===== config.mk =====
export PLATFORM = sky130hd
export DESIGN_NAME = utf7_stream_decoder
export DESIGN_NICKNAME = d
export VERILOG_FILES = /design/src/utf7d_pkg.sv /design/src/utf7_stream_decoder.sv /design/src/utf7d_front.sv /design/src/utf7d_queue.sv /design/src/utf7d_back.sv
export SDC_FILE = /design/constraint.sdc
export NUM_CORES = 1
export LEC_CHECK = 0
export ABC_AREA = 1
export BUFFER_PORTS_ARGS = -buffer_cell sky130_fd_sc_hd__clkbuf_2
export CAP_MARGIN = 20
export CORE_UTILIZATION = 57
export DETAILED_ROUTE_END_ITERATION = 12
export PLACE_DENSITY = 0.74
export SLEW_MARGIN = 20
export SYNTH_ARGS = -nofsm -noshare
export SYNTH_HDL_FRONTEND = slang
export SYNTH_SLANG_ARGS = --single-unit

===== constraint.sdc =====
create_clock -name clk -period 3.1 [get_ports clk]
set_input_delay 0.465 -clock clk [delete_from_list [all_inputs] [get_ports clk]]
set_output_delay 0.465 -clock clk [all_outputs]
set_load 0.02 [all_outputs]

===== src/utf7d_pkg.sv =====
// Package for the UTF-7 stream decoder: item type, result codes and
// the base64 character classifier. No dependencies.
`default_nettype none

package utf7d_pkg;

    // Result kinds carried in tuser[1:0]
    localparam logic [1:0] KIND_UNIT = 2'd0;
    localparam logic [1:0] KIND_END  = 2'd1;
    localparam logic [1:0] KIND_ERR  = 2'd2;

    // Error codes carried in tuser[3:2]
    localparam logic [1:0] ERR_NONE     = 2'd0;
    localparam logic [1:0] ERR_EMPTY    = 2'd1;
    localparam logic [1:0] ERR_PAD      = 2'd2;
    localparam logic [1:0] ERR_NONASCII = 2'd3;

    localparam logic [7:0] CHAR_PLUS  = 8'h2b;
    localparam logic [7:0] CHAR_MINUS = 8'h2d;
    localparam logic [7:0] ASCII_MAX  = 8'h7f;

    localparam int UNIT_BITS  = 16;
    localparam int DIGIT_BITS = 6;
    localparam int STORE_BITS = UNIT_BITS - 1;

    // One classified input item
    typedef struct packed {
        logic [7:0] data_byte;
        logic       eos;
        logic       b64_ok;
        logic [5:0] b64_val;
        logic       is_plus;
        logic       is_minus;
        logic       high;
    } utf7d_item_t;

    // Returns {valid, value} for a byte of the base64 alphabet
    function automatic logic [6:0] b64_decode(input logic [7:0] c);
        logic [7:0] v;
        logic       ok;
        v  = 8'd0;
        ok = 1'b0;
        if (c >= 8'h41 && c <= 8'h5a) begin
            v  = c - 8'h41;
            ok = 1'b1;
        end else if (c >= 8'h61 && c <= 8'h7a) begin
            v  = c - 8'd71;
            ok = 1'b1;
        end else if (c >= 8'h30 && c <= 8'h39) begin
            v  = c + 8'd4;
            ok = 1'b1;
        end else if (c == CHAR_PLUS) begin
            v  = 8'd62;
            ok = 1'b1;
        end else if (c == 8'h2f) begin
            v  = 8'd63;
            ok = 1'b1;
        end
        return {ok, v[5:0]};
    endfunction

endpackage

`default_nettype wire


===== src/utf7_stream_decoder.sv =====
// Top level of the UTF-7 stream decoder: front stage, item queue, back stage.
// Depends on utf7d_pkg, utf7d_front, utf7d_queue and utf7d_back.
`default_nettype none

// UTF-7 (RFC 2152) stream decoder. Takes one byte per item on the slave
// stream and gives at most one result per byte on the master stream: a
// UTF-16 code unit, an end-of-stream marker, or an error. Assert s_axis_tlast
// to end a stream (the data byte is then ignored); it always yields one
// result and clears all decoder state so a new stream may follow. After an
// error the decoder drops bytes silently until end of stream. The block
// sustains one byte per clock cycle while the master stream does not stall:
// the front stage registers and classifies each byte, a two-entry queue
// decouples it from the back stage, and the back stage updates the mode and
// 15-bit bit buffer for each item. A result passes the front register, a
// queue slot and the output register before it is presented on the master
// stream. Both sides may stall independently; while a result waits
// in the output register the back stage holds, and the front register and
// the queue still absorb up to three more input bytes.

module utf7_stream_decoder
    import utf7d_pkg::*;
(
    input  wire logic        clk,
    input  wire logic        rst_n,
    input  wire logic        s_axis_tvalid,
    output logic             s_axis_tready,
    input  wire logic [7:0]  s_axis_tdata,   // [7:0] data_byte
    input  wire logic        s_axis_tlast,   // end_of_stream
    output logic             m_axis_tvalid,
    input  wire logic        m_axis_tready,
    output logic [15:0]      m_axis_tdata,   // [15:0] code_unit
    output logic [3:0]       m_axis_tuser    // [1:0] kind, [3:2] error_code
);

    logic        fr_valid;
    logic        fr_ready;
    utf7d_item_t fr_item;
    logic        q_valid;
    logic        q_ready;
    utf7d_item_t q_item;
    logic [1:0]  res_kind;
    logic [1:0]  res_err;

    utf7d_front u_front (
        .clk       (clk),
        .rst_n     (rst_n),
        .in_valid  (s_axis_tvalid),
        .in_ready  (s_axis_tready),
        .in_byte   (s_axis_tdata),
        .in_eos    (s_axis_tlast),
        .out_valid (fr_valid),
        .out_ready (fr_ready),
        .out_item  (fr_item)
    );

    // Lets the front keep accepting while the back waits on the output
    utf7d_queue u_queue (
        .clk        (clk),
        .rst_n      (rst_n),
        .push_valid (fr_valid),
        .push_ready (fr_ready),
        .push_item  (fr_item),
        .pop_valid  (q_valid),
        .pop_ready  (q_ready),
        .pop_item   (q_item)
    );

    utf7d_back u_back (
        .clk       (clk),
        .rst_n     (rst_n),
        .in_valid  (q_valid),
        .in_ready  (q_ready),
        .in_item   (q_item),
        .out_valid (m_axis_tvalid),
        .out_ready (m_axis_tready),
        .out_unit  (m_axis_tdata),
        .out_kind  (res_kind),
        .out_err   (res_err)
    );

    assign m_axis_tuser = {res_err, res_kind};

endmodule

`default_nettype wire


===== src/utf7d_front.sv =====
// Front stage of the UTF-7 decoder: accepts input items and classifies them.
// Depends on utf7d_pkg.
`default_nettype none

module utf7d_front
    import utf7d_pkg::*;
(
    input  wire logic        clk,
    input  wire logic        rst_n,
    input  wire logic        in_valid,
    output logic             in_ready,
    input  wire logic [7:0]  in_byte,
    input  wire logic        in_eos,
    output logic             out_valid,
    input  wire logic        out_ready,
    output utf7d_item_t      out_item
);

    logic        valid_reg;
    logic        valid_next;
    utf7d_item_t item_reg;
    utf7d_item_t item_next;
    logic [6:0]  dec;

    assign in_ready  = !valid_reg || out_ready;
    assign out_valid = valid_reg;
    assign out_item  = item_reg;

    always_comb
    begin
        dec                 = b64_decode(in_byte);
        item_next.data_byte = in_byte;
        item_next.eos       = in_eos;
        item_next.b64_ok    = dec[6];
        item_next.b64_val   = dec[5:0];
        item_next.is_plus   = (in_byte == CHAR_PLUS);
        item_next.is_minus  = (in_byte == CHAR_MINUS);
        item_next.high      = (in_byte > ASCII_MAX);
        valid_next          = in_ready ? in_valid : valid_reg;
    end

    always_ff @(posedge clk or negedge rst_n)
    begin
        if (!rst_n)
        begin
            valid_reg <= 1'b0;
        end
        else
        begin
            valid_reg <= valid_next;
        end
    end

    always_ff @(posedge clk)
    begin
        if (in_valid && in_ready)
        begin
            item_reg <= item_next;
        end
    end

endmodule

`default_nettype wire


===== src/utf7d_queue.sv =====
// Two-entry queue of classified items between front and back stages.
// Depends on utf7d_pkg.
`default_nettype none

module utf7d_queue
    import utf7d_pkg::*;
(
    input  wire logic        clk,
    input  wire logic        rst_n,
    input  wire logic        push_valid,
    output logic             push_ready,
    input  wire utf7d_item_t push_item,
    output logic             pop_valid,
    input  wire logic        pop_ready,
    output utf7d_item_t      pop_item
);

    utf7d_item_t slot_reg [2];
    logic        wr_ptr_reg;
    logic        wr_ptr_next;
    logic        rd_ptr_reg;
    logic        rd_ptr_next;
    logic [1:0]  count_reg;
    logic [1:0]  count_next;
    logic        do_push;
    logic        do_pop;

    assign push_ready = (count_reg != 2'd2);
    assign pop_valid  = (count_reg != 2'd0);
    assign pop_item   = slot_reg[rd_ptr_reg];

    always_comb
    begin
        do_push     = push_valid && push_ready;
        do_pop      = pop_valid && pop_ready;
        wr_ptr_next = wr_ptr_reg ^ do_push;
        rd_ptr_next = rd_ptr_reg ^ do_pop;
        count_next  = count_reg + {1'b0, do_push} - {1'b0, do_pop};
    end

    always_ff @(posedge clk or negedge rst_n)
    begin
        if (!rst_n)
        begin
            wr_ptr_reg <= 1'b0;
            rd_ptr_reg <= 1'b0;
            count_reg  <= 2'd0;
        end
        else
        begin
            wr_ptr_reg <= wr_ptr_next;
            rd_ptr_reg <= rd_ptr_next;
            count_reg  <= count_next;
        end
    end

    always_ff @(posedge clk)
    begin
        if (do_push)
        begin
            slot_reg[wr_ptr_reg] <= push_item;
        end
    end

endmodule

`default_nettype wire


===== src/utf7d_back.sv =====
// Back stage of the UTF-7 decoder: mode state, bit buffer, error hold and
// the output register. Depends on utf7d_pkg.
`default_nettype none

module utf7d_back
    import utf7d_pkg::*;
(
    input  wire logic        clk,
    input  wire logic        rst_n,
    input  wire logic        in_valid,
    output logic             in_ready,
    input  wire utf7d_item_t in_item,
    output logic             out_valid,
    input  wire logic        out_ready,
    output logic [15:0]      out_unit,
    output logic [1:0]       out_kind,
    output logic [1:0]       out_err
);

    logic                  in_base64_reg, in_base64_next;
    logic                  no_b64_yet_reg, no_b64_yet_next;
    logic                  emitted_reg, emitted_next;
    logic                  err_hold_reg, err_hold_next;
    logic [STORE_BITS-1:0] store_reg, store_next;
    logic [3:0]            count_reg, count_next;
    logic                  valid_reg, valid_next;
    logic [15:0]           unit_reg, unit_next;
    logic [1:0]            kind_reg, kind_next;
    logic [1:0]            err_reg, err_next;

    logic                  take;
    logic                  res_valid;
    logic                  direct;
    logic                  raise;
    logic [1:0]            raise_code;
    logic [20:0]           acc;
    logic [4:0]            cnt;
    logic [4:0]            rest;
    logic [20:0]           shifted;
    logic [STORE_BITS-1:0] rest_mask;

    assign in_ready  = !valid_reg || out_ready;
    assign out_valid = valid_reg;
    assign out_unit  = unit_reg;
    assign out_kind  = kind_reg;
    assign out_err   = err_reg;

    always_comb
    begin
        take            = in_valid && in_ready;
        in_base64_next  = in_base64_reg;
        no_b64_yet_next = no_b64_yet_reg;
        emitted_next    = emitted_reg;
        err_hold_next   = err_hold_reg;
        store_next      = store_reg;
        count_next      = count_reg;
        res_valid       = 1'b0;
        unit_next       = 16'd0;
        kind_next       = KIND_UNIT;
        err_next        = ERR_NONE;
        direct          = 1'b0;
        raise           = 1'b0;
        raise_code      = ERR_NONE;

        // six more bits appended below the pending ones
        acc       = {store_reg, in_item.b64_val};
        cnt       = {1'b0, count_reg} + 5'd6;
        rest      = cnt - 5'd16;
        shifted   = acc >> rest;
        rest_mask = (STORE_BITS'(1) << rest) - STORE_BITS'(1);

        if (in_item.eos)
        begin
            res_valid = 1'b1;
            kind_next = KIND_END;
            if (!err_hold_reg && in_base64_reg)
            begin
                if (!emitted_reg)
                begin
                    kind_next = KIND_ERR;
                    err_next  = ERR_EMPTY;
                end
                else if (store_reg != '0)
                begin
                    kind_next = KIND_ERR;
                    err_next  = ERR_PAD;
                end
            end
            in_base64_next  = 1'b0;
            no_b64_yet_next = 1'b0;
            emitted_next    = 1'b0;
            err_hold_next   = 1'b0;
            store_next      = '0;
            count_next      = 4'd0;
        end
        else if (!err_hold_reg)
        begin
            if (in_base64_reg)
            begin
                if (in_item.b64_ok)
                begin
                    no_b64_yet_next = 1'b0;
                    if (cnt >= 5'd16)
                    begin
                        unit_next    = shifted[15:0];
                        store_next   = acc[STORE_BITS-1:0] & rest_mask;
                        count_next   = rest[3:0];
                        emitted_next = 1'b1;
                        res_valid    = 1'b1;
                    end
                    else
                    begin
                        store_next = acc[STORE_BITS-1:0];
                        count_next = cnt[3:0];
                    end
                end
                else
                begin
                    in_base64_next = 1'b0;
                    priority if (in_item.is_minus && no_b64_yet_reg)
                    begin
                        // "+-" stands for a literal plus sign
                        store_next = '0;
                        count_next = 4'd0;
                        unit_next  = {8'd0, CHAR_PLUS};
                        res_valid  = 1'b1;
                    end
                    else if (!emitted_reg)
                    begin
                        raise      = 1'b1;
                        raise_code = ERR_EMPTY;
                    end
                    else if (store_reg != '0)
                    begin
                        raise      = 1'b1;
                        raise_code = ERR_PAD;
                    end
                    else
                    begin
                        store_next = '0;
                        count_next = 4'd0;
                        direct     = !in_item.is_minus;
                    end
                end
            end
            else
            begin
                direct = 1'b1;
            end

            if (direct)
            begin
                priority if (in_item.is_plus)
                begin
                    in_base64_next  = 1'b1;
                    no_b64_yet_next = 1'b1;
                    emitted_next    = 1'b0;
                    store_next      = '0;
                    count_next      = 4'd0;
                end
                else if (in_item.high)
                begin
                    raise      = 1'b1;
                    raise_code = ERR_NONASCII;
                end
                else
                begin
                    unit_next = {8'd0, in_item.data_byte};
                    res_valid = 1'b1;
                end
            end

            if (raise)
            begin
                err_hold_next  = 1'b1;
                in_base64_next = 1'b0;
                store_next     = '0;
                count_next     = 4'd0;
                res_valid      = 1'b1;
                unit_next      = 16'd0;
                kind_next      = KIND_ERR;
                err_next       = raise_code;
            end
        end

        if (take)
        begin
            valid_next = res_valid;
        end
        else if (out_ready)
        begin
            valid_next = 1'b0;
        end
        else
        begin
            valid_next = valid_reg;
        end
    end

    always_ff @(posedge clk or negedge rst_n)
    begin
        if (!rst_n)
        begin
            in_base64_reg  <= 1'b0;
            no_b64_yet_reg <= 1'b0;
            emitted_reg    <= 1'b0;
            err_hold_reg   <= 1'b0;
            store_reg      <= '0;
            count_reg      <= 4'd0;
            valid_reg      <= 1'b0;
        end
        else
        begin
            valid_reg <= valid_next;
            if (take)
            begin
                in_base64_reg  <= in_base64_next;
                no_b64_yet_reg <= no_b64_yet_next;
                emitted_reg    <= emitted_next;
                err_hold_reg   <= err_hold_next;
                store_reg      <= store_next;
                count_reg      <= count_next;
            end
        end
    end

    always_ff @(posedge clk)
    begin
        if (take && res_valid)
        begin
            unit_reg <= unit_next;
            kind_reg <= kind_next;
            err_reg  <= err_next;
        end
    end

endmodule

`default_nettype wire

Yosys cells after proc, flatten, opt, wreduce, memory -nomap -nowiden
Memory sizes are Yosys's and may differ from the RTL's.
Index checks and enable logic that the tools add are counted.
- muxes and demuxes: 107
- add/subtract/negate cells: 8
- bitwise logic cells: 3
- shift-type cells: 2
- reduce and logical (&&, ||, !) cells: 21
- eq/ne operators: 5
- order comparisons: 8
- operators with widths (operator ; count):
    2-to-1 mux 15 bit ; 11
    2-to-1 mux 16 bit ; 6
    2-to-1 mux 1 bit ; 55
    2-to-1 mux 4 bit ; 11
    2-to-1 mux 2 bit ; 18
    2-to-1 mux 6 bit ; 6
    == test 8 x 6 -> 1 bit, second input constant ; 3
    right shift 21 x 5 -> 16 bit ; 1
    greater-or-equal comparator 8 x 7 -> 1 bit, second input constant ; 2
    less-or-equal comparator 8 x 7 -> 1 bit, second input constant ; 2
    bitwise AND 15 bit ; 1
    nonzero test 15 bit ; 1
    << shifter 1 x 5 -> 15 bit, first input constant ; 1
    subtractor 15 x 2 -> 15 bit, second input constant ; 1
    logical AND 1 bit ; 9
    greater-or-equal comparator 8 x 6 -> 1 bit, second input constant ; 1
    greater-than comparator 8 x 7 -> 1 bit, second input constant ; 1
    less-or-equal comparator 8 x 6 -> 1 bit, second input constant ; 1
    adder 6 x 3 -> 6 bit, second input constant ; 1
    subtractor 6 x 1 -> 6 bit, second input constant ; 1
    subtractor 6 x 3 -> 6 bit, second input constant ; 1
    adder 4 x 3 -> 5 bit, second input constant ; 1
    greater-or-equal comparator 5 bit, second input constant ; 1
    subtractor 5 bit, second input constant ; 1
    10 further kinds ; 17
- output and inout port bits: 22
- memory bits (writable): 38
- word-level logic and storage cells: 176
- bits of input ports: 13
- memories: 1
- register bits: 68
- memory list (memory ; depth ; width ; rd ports ; clocked after Yosys merged registers in ; wr ports ; RTL line ; source):
    u_queue.slot_reg ; 2 ; 19 ; 1 ; 0 ; 1 ; utf7d_queue.sv:18 ; utf7d_item_t slot_reg [2];

Logic depth before layout (Yosys ltp)
An unclocked memory read counts as a cell.
- depth after elaboration: 16
- mapped depth: 19
- depth with buffers taken out: 18

Cells and area by module
Synthesis repeated with hierarchy kept, for this count alone.
- cell total of the unflattened synthesis: 790
- area total of the unflattened synthesis: 6326.1 sq um
- modules (own cells, without submodules) (module ; cells an instance ; seq. area each (sq um) ; area an instance (sq um) ; instances):
    utf7d_back ; 520 ; 1201.2 ; 3424.5 ; 1
    utf7d_queue ; 131 ; 1241.2 ; 1621.6 ; 1
    utf7d_front ; 139 ; 595.6 ; 1280.0 ; 1

Worst setup path before layout
OpenSTA, ideal clock, no wires.
- kind: reg2reg
- from: register u_back.count_reg[1]
- to: register u_back.store_reg[14]
- stages on the path, launching flop included: 18
- data arrival time: 2.250 ns
- library setup time: 0.116 ns
- period minus slack after synthesis: 2.366 ns
- path buffers: 2
- setup slack: 0.734 ns
- required time: 2.984 ns
- path through: dfrtp_1 -> inv_1 -> buf_1 -> ha_1 -> inv_1 -> buf_2 -> nor2_1 -> nand2_1 -> ha_1 -> nand2_1 -> nor2_4 -> nand2_1 -> nand2_1 -> nand3_1 -> nand2_1 -> nand2_1 -> nand2_1 -> nand2_1
- cells in the longest elaborated chain, start to end: 13
- elaborated cells on any way between the ends: 14
- those cells by class: add/sub: 3; order compare: 1; shift: 1; mux: 8; bitwise: 1
- ends and longest elaborated chain (element ; RTL line ; source):
    from (decl) ; utf7d_back.sv:25 ; logic [3:0] count_reg, count_next;
    from (signal assigned) ; utf7d_back.sv:222 ; count_reg <= count_next;
    adder 4 x 3 -> 5 bit * ; utf7d_back.sv:67 ; cnt = {1'b0, count_reg} + 5'd6;
    subtractor 5 bit ; utf7d_back.sv:68 ; rest = cnt - 5'd16;
    << shifter 1 x 5 -> 15 bit ; utf7d_back.sv:70 ; rest_mask = (STORE_BITS'(1) << rest) - STORE_BITS'(1);
    subtractor 15 x 2 -> 15 bit ; utf7d_back.sv:70 ;
    bitwise AND 15 bit ; utf7d_back.sv:106 ; store_next = acc[STORE_BITS-1:0] & rest_mask;
    2-to-1 mux 15 bit * ; utf7d_back.sv:103 ; if (cnt >= 5'd16)
    2-to-1 mux 15 bit * ; utf7d_back.sv:100 ; if (in_item.b64_ok)
    2-to-1 mux 15 bit * ; utf7d_back.sv:98 ; if (in_base64_reg)
    2-to-1 mux 15 bit ; utf7d_back.sv:153 ; priority if (in_item.is_plus)
    2-to-1 mux 15 bit * ; utf7d_back.sv:151 ; if (direct)
    2-to-1 mux 15 bit * ; utf7d_back.sv:173 ; if (raise)
    2-to-1 mux 15 bit * ; utf7d_back.sv:96 ; else if (!err_hold_reg)
    2-to-1 mux 15 bit * ; utf7d_back.sv:72 ; if (in_item.eos)
    to (signal assigned) ; utf7d_back.sv:221 ; store_reg <= store_next;
    to (decl) ; utf7d_back.sv:24 ; logic [STORE_BITS-1:0] store_reg, store_next;
Mark *: on every way between the ends. The rest lies on a longest branch, timed or not. The select of a mux whose other input is x is not followed.
A chain may end at the register's enable or synchronous reset.

Worst setup path after layout
- from: register u_back.count_reg[2]
- to: register u_back.store_reg[6]
The elaborated chain is that of the path after synthesis.

==> key figures <==
Layout
  – # diodes: 0
  – Max reg flops: 38
  – Layout Nets: 807
  – Cell area after layout: 6773 um2
  – Final core occ: 62.48%
  – Layout cell share with drive strength beyond 1: 16.41%
  – Area growth from synthesis to layout: 7.040%

Yosys
  – Most frequent cell after synthesis: nand2_1
  – Post-Synth Simple-Gate Area: 27.37%
  – Compound-cell area share of the yosys netlist: 13.70%
  – Yosys top cell by area: edfxtp_1
  – Yosys Warn Count: 0
  – Area fraction of the dominant cell type after synthesis: 36.54%
  – Post-synth top cells: 193 x nand2_1, 77 x edfxtp_1, 68 x inv_1
  – Syn avg cell area: 8.403 um2
  – XOR/XNOR Fraction of Synth Area: 1.246%
  – Synth async-reset ratio: 27.36%
  – Post-synthesis sequential area ratio: 48.01%
  – Synth Register Bits: 106
  – Synth Instances: 753
  – Synth top area cells: edfxtp_1 37%, dfrtp_1 11%, nand2_1 11%, o21ai_0 5.0%, inv_1 4.0%
  – Cell area after synthesis: 6327 um2
  – Post-Synth Adder-Cell Area: 2.571%
  – Net Count, Synth: 779
  – Commonest register cell after synthesis: edfxtp_1
  – EDFF count, synth: 77
  – Main combinational cell family by area after synthesis: simple AND/OR/NAND/NOR gates
  – Post-synthesis mux area share: 0.3164%
  – Post-synth cell types: 48

Timing
  – Hold WS: 0.1516 ns
  – Worst Clk Skew: 0.01660 ns
  – Setup-failing EPs final: 0
  – Setup TNS: 0 ns
  – Ratio of final minimum period to clock period: 79.40%
  – Max_slew headroom: 43.69%
  – Least-Margin Pin Slew: 0.8447 ns
  – Unrepaired setup endpoints after global routing: false
  – Final min period: 2.461 ns
  – Final hold viol count: 0
  – Fin. max-slew vios: 0
  – Fmax: 406.3 MHz

Power
  – Cell Int Power: 3.471 mW
  – Switch Pwr: 3.323 mW
  – Total power draw: 6.794 mW
  – Power per cell area: 1003 nW/um2
  – Sequential Power Share: 35.0%
  – Switching Share: 48.91%
  – Static Leak: 2.842 nW
  – Peak supply drop: 0.5977 mV
  – Clock Power Share: 11.9%
  – Gate power share: 53.1%

Floorplan
  – Chip height: 107.4 um
  – Initial Utilization: 58.37%
  – Cell Rows: 38
  – Total I/O pin count: 35
  – DIE AREA: 11530 um2
  – Die X: 107.4 um
  – Std-Cell Core Area: 10840 um2

Routing
  – 1st-iter DRT viols: 462
  – Routed vias: 5328
  – Drt drc: 0
  – Drt pass-1 iters: 6
  – Routed wire length: 15690 um
  – Vias/cell: 5.754
  – Drt wl/cell: 16.95 um
  – Post-route ant nets: 0

Global route
  – All-Layer GR Usage: 29.16%
  – First-pass GRT wire length: 25340 um
  – Initial antenna violation count: 0
  – Largest net degree at the start of global routing: 34
  – Vias in the first global route: 4946
  – Grt ovf: 0

Clocking
  – Clock-pin slew on the worst setup and hold paths: 0.11 ns
  – Clk buf depth: 2
  – CTS root buf: clkbuf_8
  – H-tree depth: 3
  – Skew-Pair Late Insertion Delay: 0.39 ns
  – CTS tree: built
  – TritonCTS Buffers: 9
  – Hold_buf cts: 0
  – Post_cts resized: 0
  – Clock tree sinks: 106
  – Post-CTS Setup Bufs: 0

Critical path
  – Cell with the largest stage delay on the worst path: dfrtp_1
  – Setup crit start kind: flip-flop
  – Setup crit end kind: flip-flop
  – Most used cell, CP: nand2_1
  – CP arrival: 2.76 ns
  – CP peak stage delay: 0.39 ns
  – Crit path max fanout: 7
  – Crit path cell chain: inv_1 > ha_1 > inv_1 > nand2_1 > nor2_1 > inv_1 > nor2_1 > inv_1 > ha_1 > nand2_1 > nor2_4 > a21oi_1 > o21ai_1 > nand2_1 > nand2_1 > nand2_1 > nand2_1
  – Crit Path Category: flip-flop to flip-flop
  – Worst EP required: 3.39 ns

Min path
  – HP Class: primary input to asynchronous set/reset pin

Place
  – Buffers on Ports: 34
  – HPWL Detailed: 11870 um
  – Placed Area: 6595 um2
  – Placer Congestion: 0.9767

Job
  – Number of max-cap violations: 0

Outcome
  – Outcome: complete, no violations
==> stage by stage <==
stage	instances	setup slack [ns]
2_1_floorplan	753	0.7340
6_report	926	0.6386
4_1_cts	926	0.6468
3_5_place_dp	910	0.6774
5_1_grt	926	0.4257
3_3_place_gp	910	0.7096
==> layout by cell type (no fill, tap or decap), drive strengths merged, types with 7 or more instances in the layout <==
cell type	synthesis	layout
o22ai	11	11
nand2	204	204
dfrtp	29	29
nor2	78	78
o21ai	71	71
or2	13	13
clkbuf	6	45
a21oi	38	38
inv	78	80
edfxtp	77	77
o211ai	12	12
nor3	13	13
buf	18	7
nand4	8	8
ha	13	13
nand3	51	51
==> layout make-up <==
| class | count | area (um2) |
|---|---|---|
| fillers | 943 | 4068 |
| flip-flops and latches | 106 | 3038 |
| multi-input cells | 544 | 2860 |
| inverters | 79 | 299.0 |
| repair buffers | 41 | 222.7 |
| well taps | 140 | 175.2 |
| clock buffers | 11 | 141.4 |
| clock inverters | 5 | 36.28 |
==> worst max-delay path, delay by kind of cell, from the launching register on <==
family,cells,cell delay [ns]
flops,1,0.39
compound gates,2,0.25
simple gates,9,0.95
buf+inv,4,0.36
fa+ha+maj,2,0.42
==> power groups by stage <==
stage,sequential (mW),clock [mW],combinational [mW]
after floorplan,2.53,0,2.48
after global placement,2.39,0,3.54
after detailed placement,2.41,0,3.57
after CTS,2.38,0.819,3.59
after global routing,2.43,0.870,3.96
final,2.38,0.807,3.61
==> final timing paths <==
kind                                           start                      end  slack, ns  cells past startpoint
worst max register to register   u_back.count_reg[2]      u_back.store_reg[6]       0.64                     17
worst max-delay path             u_back.count_reg[2]      u_back.store_reg[6]       0.64                     17
worst min-delay path                           rst_n      u_back.store_reg[9]       0.15                      1
worst min register to register  u_front.out_item[10]  u_queue.slot_reg[1][10]       0.45                      0
max in group asynchronous                      rst_n       u_queue.wr_ptr_reg       2.41                      1
min in group clk                        s_axis_tlast     u_front.out_item[10]       0.26                      1
==> cell families after synthesis <==
logic type | after synthesis
multiplexers | 2
AO/OA/AOI/OAI | 148
adder cells (fa/ha/maj) | 13
flip-flops | 106
XOR/XNOR | 9
buffers and inverters | 103
AND/OR/NAND/NOR | 372
==> per-layer routing <==
metal / wire [um] / global-route usage (%) / share of wire, %
met1: 6312 / 36.34 / 40
met2: 7557 / 47.79 / 48
met3: 1156 / 6.961 / 7.4
met4: 667 / 13.80 / 4.3
met5: 0 / 0 / 0
No activity file was read; power rests on OpenSTA's default activity.
